<file path="src/sem_pkg.sv">
`timescale 1ns / 1ps
`default_nettype none
// ----------------------------------------------------------------------------
// sem_pkg
// Shared types and constants for the Sobel edge magnitude block.
// ----------------------------------------------------------------------------
package sem_pkg;

  localparam int PIX_W      = 8;
  localparam int MAG_W      = 8;
  localparam int ROW_W      = 12;
  localparam int OCOL_W     = 10;
  localparam int IMG_W_W    = 11;
  localparam int IMG_H_W    = 13;
  localparam int GRAD_W     = 11;
  localparam int SQ_W       = 20;
  localparam int ENERGY_W   = 21;
  localparam int RAD_W      = 16;
  localparam int REM_W      = 11;
  localparam int ROOT_STEPS = 8;
  localparam int STEP_W     = $clog2(ROOT_STEPS);

  localparam logic [MAG_W-1:0]   MAG_MAX     = 8'd255;
  localparam logic [IMG_H_W-1:0] MIN_DIM_H   = 13'd3;
  localparam logic [IMG_H_W-1:0] MAX_HEIGHT  = 13'd4096;
  localparam logic [IMG_W_W-1:0] RST_WIDTH   = 11'd1024;
  localparam logic [IMG_H_W-1:0] RST_HEIGHT  = 13'd1024;

  // Configuration register indexes.
  localparam logic CFG_IDX_WIDTH  = 1'b0;
  localparam logic CFG_IDX_HEIGHT = 1'b1;

  typedef struct packed {
    logic load;    // latch pixel, fetch line stores, advance counters
    logic window;  // shift window and write back line stores
    logic grad;    // register Gx and Gy
    logic square;  // register squared gradients
    logic sum;     // register energy and start the square root
    logic step;    // one square root step
    logic emit;    // load the output register
  } sem_cmd_t;

  typedef struct packed {
    logic interior;  // current pixel completes an interior window
    logic out_free;  // output register can take a result this cycle
  } sem_status_t;

endpackage : sem_pkg
`default_nettype wire

</file>
<file path="src/sem_ctrl.sv">
`timescale 1ns / 1ps
`default_nettype none
// ----------------------------------------------------------------------------
// sem_ctrl
// Sequencer for one pixel at a time: fetch, gradient, square, root, emit.
// ----------------------------------------------------------------------------
module sem_ctrl
  import sem_pkg::*;
(
  input  wire          clk,
  input  wire          rst,
  input  wire          in_valid,
  output logic         in_ready,
  input  sem_status_t  status,
  output sem_cmd_t     cmd
);

  typedef enum logic [2:0] {
    IDLE,
    FETCH,
    GRAD,
    SQUARE,
    SUM,
    ROOT,
    EMIT
  } state_t;

  state_t              state;
  logic [STEP_W-1:0]   step_cnt;

  always_ff @(posedge clk) begin
    if (rst) begin
      state    <= IDLE;
      step_cnt <= '0;
    end else begin
      unique case (state)
        IDLE: begin
          if (in_valid) begin
            state <= FETCH;
          end
        end
        FETCH: begin
          state <= status.interior ? GRAD : IDLE;
        end
        GRAD:   state <= SQUARE;
        SQUARE: state <= SUM;
        SUM: begin
          state    <= ROOT;
          step_cnt <= '0;
        end
        ROOT: begin
          step_cnt <= step_cnt + 1'b1;
          if (step_cnt == STEP_W'(ROOT_STEPS - 1)) begin
            state <= EMIT;
          end
        end
        EMIT: begin
          if (status.out_free) begin
            state <= IDLE;
          end
        end
        default: state <= IDLE;
      endcase
    end
  end

  always_comb begin
    in_ready   = (state == IDLE);
    cmd        = '0;
    cmd.load   = (state == IDLE) && in_valid;
    cmd.window = (state == FETCH);
    cmd.grad   = (state == GRAD);
    cmd.square = (state == SQUARE);
    cmd.sum    = (state == SUM);
    cmd.step   = (state == ROOT);
    cmd.emit   = (state == EMIT) && status.out_free;
  end

endmodule : sem_ctrl
`default_nettype wire

</file>
<file path="config.mk">
export PLATFORM = sky130hd
export DESIGN_NAME = sem_ctrl
export DESIGN_NICKNAME = d
export VERILOG_FILES = /design/src/sem_pkg.sv /design/src/sem_ctrl.sv
export SDC_FILE = /design/constraint.sdc
export NUM_CORES = 1
export LEC_CHECK = 0
export BUFFER_PORTS_ARGS = -buffer_cell sky130_fd_sc_hd__buf_2
export CORE_AREA = 2 2 39 41
export DETAILED_ROUTE_END_ITERATION = 8
export DIE_AREA = 0 0 41 43
export PLACE_DENSITY_LB_ADDON = 0.2
export SLEW_MARGIN = 25
export SYNTH_ARGS = -nofsm -noshare
export SYNTH_HDL_FRONTEND = slang
export SYNTH_SLANG_ARGS = --single-unit
export TNS_END_PERCENT = 50
</file>
<file path="constraint.sdc">
create_clock -name clk -period 2.7 [get_ports clk]
set_clock_uncertainty 0.05 [all_clocks]
set_input_delay 0.135 -clock clk [delete_from_list [all_inputs] [get_ports clk]]
set_output_delay 0.135 -clock clk [all_outputs]
set_load 0.05 [all_outputs]
</file>
After elaboration in Yosys (flattened, before gate mapping):

Cells that the tools add are included.

* register bits after elaboration: 6
* input bits: 5
* word-level logic and storage cells: 24

* add/subtract/negate cells: 1
* equality and inequality tests: 10
* muxes and demuxes: 6
* reductions and logical operators: 5

Operators by type and width (count)
* 3-bit one-hot mux with 7 select lines: 1
* 3-bit equality test, second input constant: 4
* 3-bit 2-to-1 mux: 3
* 3-bit by 2-bit equality test with 1-bit output, second input constant: 2
* 3-bit one-hot mux with 2 select lines: 1
* 2-bit != test, second input constant: 2
* 3-bit by 1-bit adder with 3-bit output, second input constant: 1
* 3-bit by 1-bit equality test with 1-bit output, second input constant: 1
* 3-bit logical NOT: 1
* 3-bit AND reduction: 1
* 1-bit logical AND: 2
* 2-bit 2-to-1 mux: 1
* 2-bit by 1-bit != test with 1-bit output, second input constant: 1
* 2-bit nonzero test: 1

Logic depth before layout (Yosys ltp):

* word-level depth: 3
* mapped depth: 4
* depth with buffers taken out: 4

Worst setup path after synthesis:

No wires, ideal clock.

* path type: reg2out
* start: reg state[2]
* end: out cmd[6] in the netlist's numbering
* arrival time: 2136 ps
* data required time: 2515 ps
* path slack: 379 ps
* stages on the path, launching flop included: 4
* path buffers: 1
* cell sequence: dfxtp_1 -> buf_4 -> nor3_1 -> and2_1

RTL lines
* from (decl): line sem_ctrl.sv:28 `state_t state;`
* from (signal assigned): line sem_ctrl.sv:43 `state <= status.interior ? GRAD : IDLE;`
* to (decl): line sem_ctrl.sv:15 `output sem_cmd_t cmd`

==> qor.csv <==
stage;metric;value;unit
place;pre_cts_ws;1.29;ns
die;die_area;1760;um^2
final_layout;fin_nets;66;
place;gp_congestion;0.679;
sta;rsz0062_at_grt;false;
power_and_ir_drop;p_leak;0.211;nW
worst_setup_path;critPathSlowestCell;dfxtp_1;
logic_synthesis;syn_inst;46;
worst_setup_path;crit_start;state[2];
cts;cts-buffers-inserted;3;
cts;clk_latency;0.24;ns
sta;max_freq;0.596;GHz
global_route;grt_pass1_wl;1.21;mm
sta;fin_crit;1.68;ns
outcome;status;finished, final reports clean;
power_and_ir_drop;irDropWorstVdd;0.216;mV
route;wl;736;um
worst_setup_path;start_kind;flip-flop;
min_path;min_from;rst;
worst_setup_path;cp.arrival;1.49;ns
power_and_ir_drop;powerDensity;599;nW/um^2
sta;final-hold-violation-count;0;
route;vias;326;
logic_synthesis;yosysUniqueCellTypes;22;
sta;layout_setup_ws;1.02;ns
min_path;worstHoldPathType;in -> reg;
final_layout;antenna_cells;0;
final_layout;layout-drive-gt1-share;33.3;%
global_route;track_usage;10.2;%
cts;cts_num_sinks;6;
run;drv_cap;0;
logic_synthesis;syn-num-nets;53;
global_route;first_global_vias;264;
global_route;antenna_found_initial;0;
final_layout;layout-area-overhead-vs-synth;16.9;%
cts;postCtsSetupRepairBufs;0;
logic_synthesis;synth_area_leaders;dfxtp_1 31%, ha_1 6.5%, buf_6 5.8%;
worst_setup_path;worst-path-buf-inv;1;
die;rows;14;
worst_setup_path;critical_path_required;2.52;ns
logic_synthesis;synth.avg_cell_area;8.38;um^2
worst_setup_path;path_class;reg -> out;
cts;cts.path.max_buffers;2;
route;antenna_left;0;
route;initialDrtViolationCount;7;
place;post-dp-hpwl;525;um
sta;setup_viol;0;
logic_synthesis;synth_top_cell_by_area;dfxtp_1;
route;wire_per_inst;10.1;um
logic_synthesis;seq_area_frac_synth;31.2;%
die;initial_core_util;27.8;%
die;die_h;43;um
sta;final.period_utilization;62.2;%
die;die_w;41;um
sta;slew_viol_final;0;
sta;fin_setup_tns;0;ns
worst_setup_path;critPathMaxStageDelay;0.51;ns
cts;ctsResizeCount;0;
route;dr.pass1.iters;4;
final_layout;design_area;450;um^2
worst_setup_path;critPathTopFamily;flip-flops;
sta;slew_headroom;65.4;%
logic_synthesis;yosysTopAreaCellShare;31.2;%
worst_setup_path;r2r_start;state[1];
sta;worst_pin_slew;0.518;ns
cts;root_buffer;clkbuf_4;
cts;cts_tree;yes;
worst_setup_path;rrSetupSlack;1.40;ns
place;io_buffers;12;
global_route;grt.overflow.total;0;
global_route;grt_max_degree;18;
place;post_dp_cell_area;428;um^2
cts;cts.clk_slew.worst_paths;0.04;ns
route;drc;0;
worst_setup_path;worst-path-max-fanout;11;
die;core;1380;um^2
logic_synthesis;ys_seq_elements;6;
worst_setup_path;cp-end-kind;output pin;
die;io_pins;13;
logic_synthesis;yosysWarnings;0;
logic_synthesis;synthesis.area;385;um^2
cts;h-tree-depth;1;
worst_setup_path;path_cells;or2b_2 > nor2_1 > buf_2;
cts;hold_buffers;0;
route;viasPerCell;4.47;
[cells in the mapped netlist]
cell      count
or3_1         1
ha_1          2
a211oi_1      2
nor3b_1       3
a21o_1        1
buf_4         2
or2b_2        1
nand3_1       2
a221oi_2      1
inv_1         1
and2_1        2
a21oi_1       4
nand2b_1      1
nor2_1        4
nor2_2        1
and2b_2       1
buf_6         2
nand2_1       5
nand3b_1      1
dfxtp_1       6
a32oi_1       1
nor3_1        2
[routing by layer]
| layer | global-route usage, % | wire length, um | part of all wire [%] | vias up |
|---|---|---|---|---|
| met5 | 0 | 0 | 0 | - |
| met4 | 2.00 | 0 | 0 | 0 |
| met3 | 7.85 | 30 | 4.1 | 0 |
| met2 | 11.9 | 293 | 40 | 7 |
| met1 | 14.7 | 412 | 56 | 135 |
| li1 | - | - | - | 184 |
[metrics by stage]
stage	utilization, %	instances	total power, mW	hold slack, ns
finish	32.5	73	0.270	0.0955
global route	32.5	73	0.286	0.100
CTS	32.5	73	0.277	0.0882
detailed placement	30.9	70	0.191	0.350
global placement	30.9	70	0.191	0.353
floorplan	-	46	0.182	0.151
[worst register-to-register path, cell delays in order, from the launching register on]
cell and delay, ns:
dfxtp_1 0.54, nor2_2 0.07, or3_1 0.33, a221oi_2 0.23
[logic make-up (layout without fill, tap and decap cells)]
group	after synthesis	count (layout)	share of synthesized area, %
adders and majority gates	2	2	6.49
DFF	6	6	31.2
buffers and inverters	5	16	10.7
and+or+nand+nor	24	24	34.4
AOI/OAI and AO/OA	9	9	17.2
[registers in the layout, summed over array words and instances (netlist names)]
signal,flops
state,3
step_cnt,3
[layout make-up]
| class | instances | area [um^2] |
|---|---|---|
| fillers | 157 | 933 |
| multi-input cells | 35 | 224 |
| flip-flops and latches | 6 | 120 |
| repair buffers | 12 | 60.1 |
| clock buffers | 3 | 22.5 |
| well taps | 16 | 20.0 |
| inverters | 1 | 3.75 |
[cells in the final DEF, fill, tap and decap left out]
cell and instances:
a211oi_1 2, a21o_1 1, a21oi_1 4, a221oi_2 1, a32oi_1 1, and2_1 2
and2b_2 1, buf_2 12, clkbuf_4 3, dfxtp_1 6, ha_1 2, inv_1 1
nand2_1 5, nand2b_1 1, nand3_1 2, nand3b_1 1, nor2_1 4, nor2_2 1
nor3_1 2, nor3b_1 3, or2b_2 1, or3_1 1
[where the power goes]
part	leakage, nW	total [mW]	internal, mW	switching [mW]
clock	0.0138	0.0815	0.0502	0.0312
sequential	0.0488	0.109	0.0937	0.0155
combinational	0.148	0.0793	0.0243	0.0550
total	0.211	0.270	0.168	0.102
[path summary, 6_finish.rpt]
kind                                    end  cells after the start
worst min register to register  step_cnt[1]                      2
worst max-delay path                 cmd[2]                      3
worst min-delay path               state[0]                      2
worst max register to register     state[0]                      3
(Power assumes the default switching activity.)
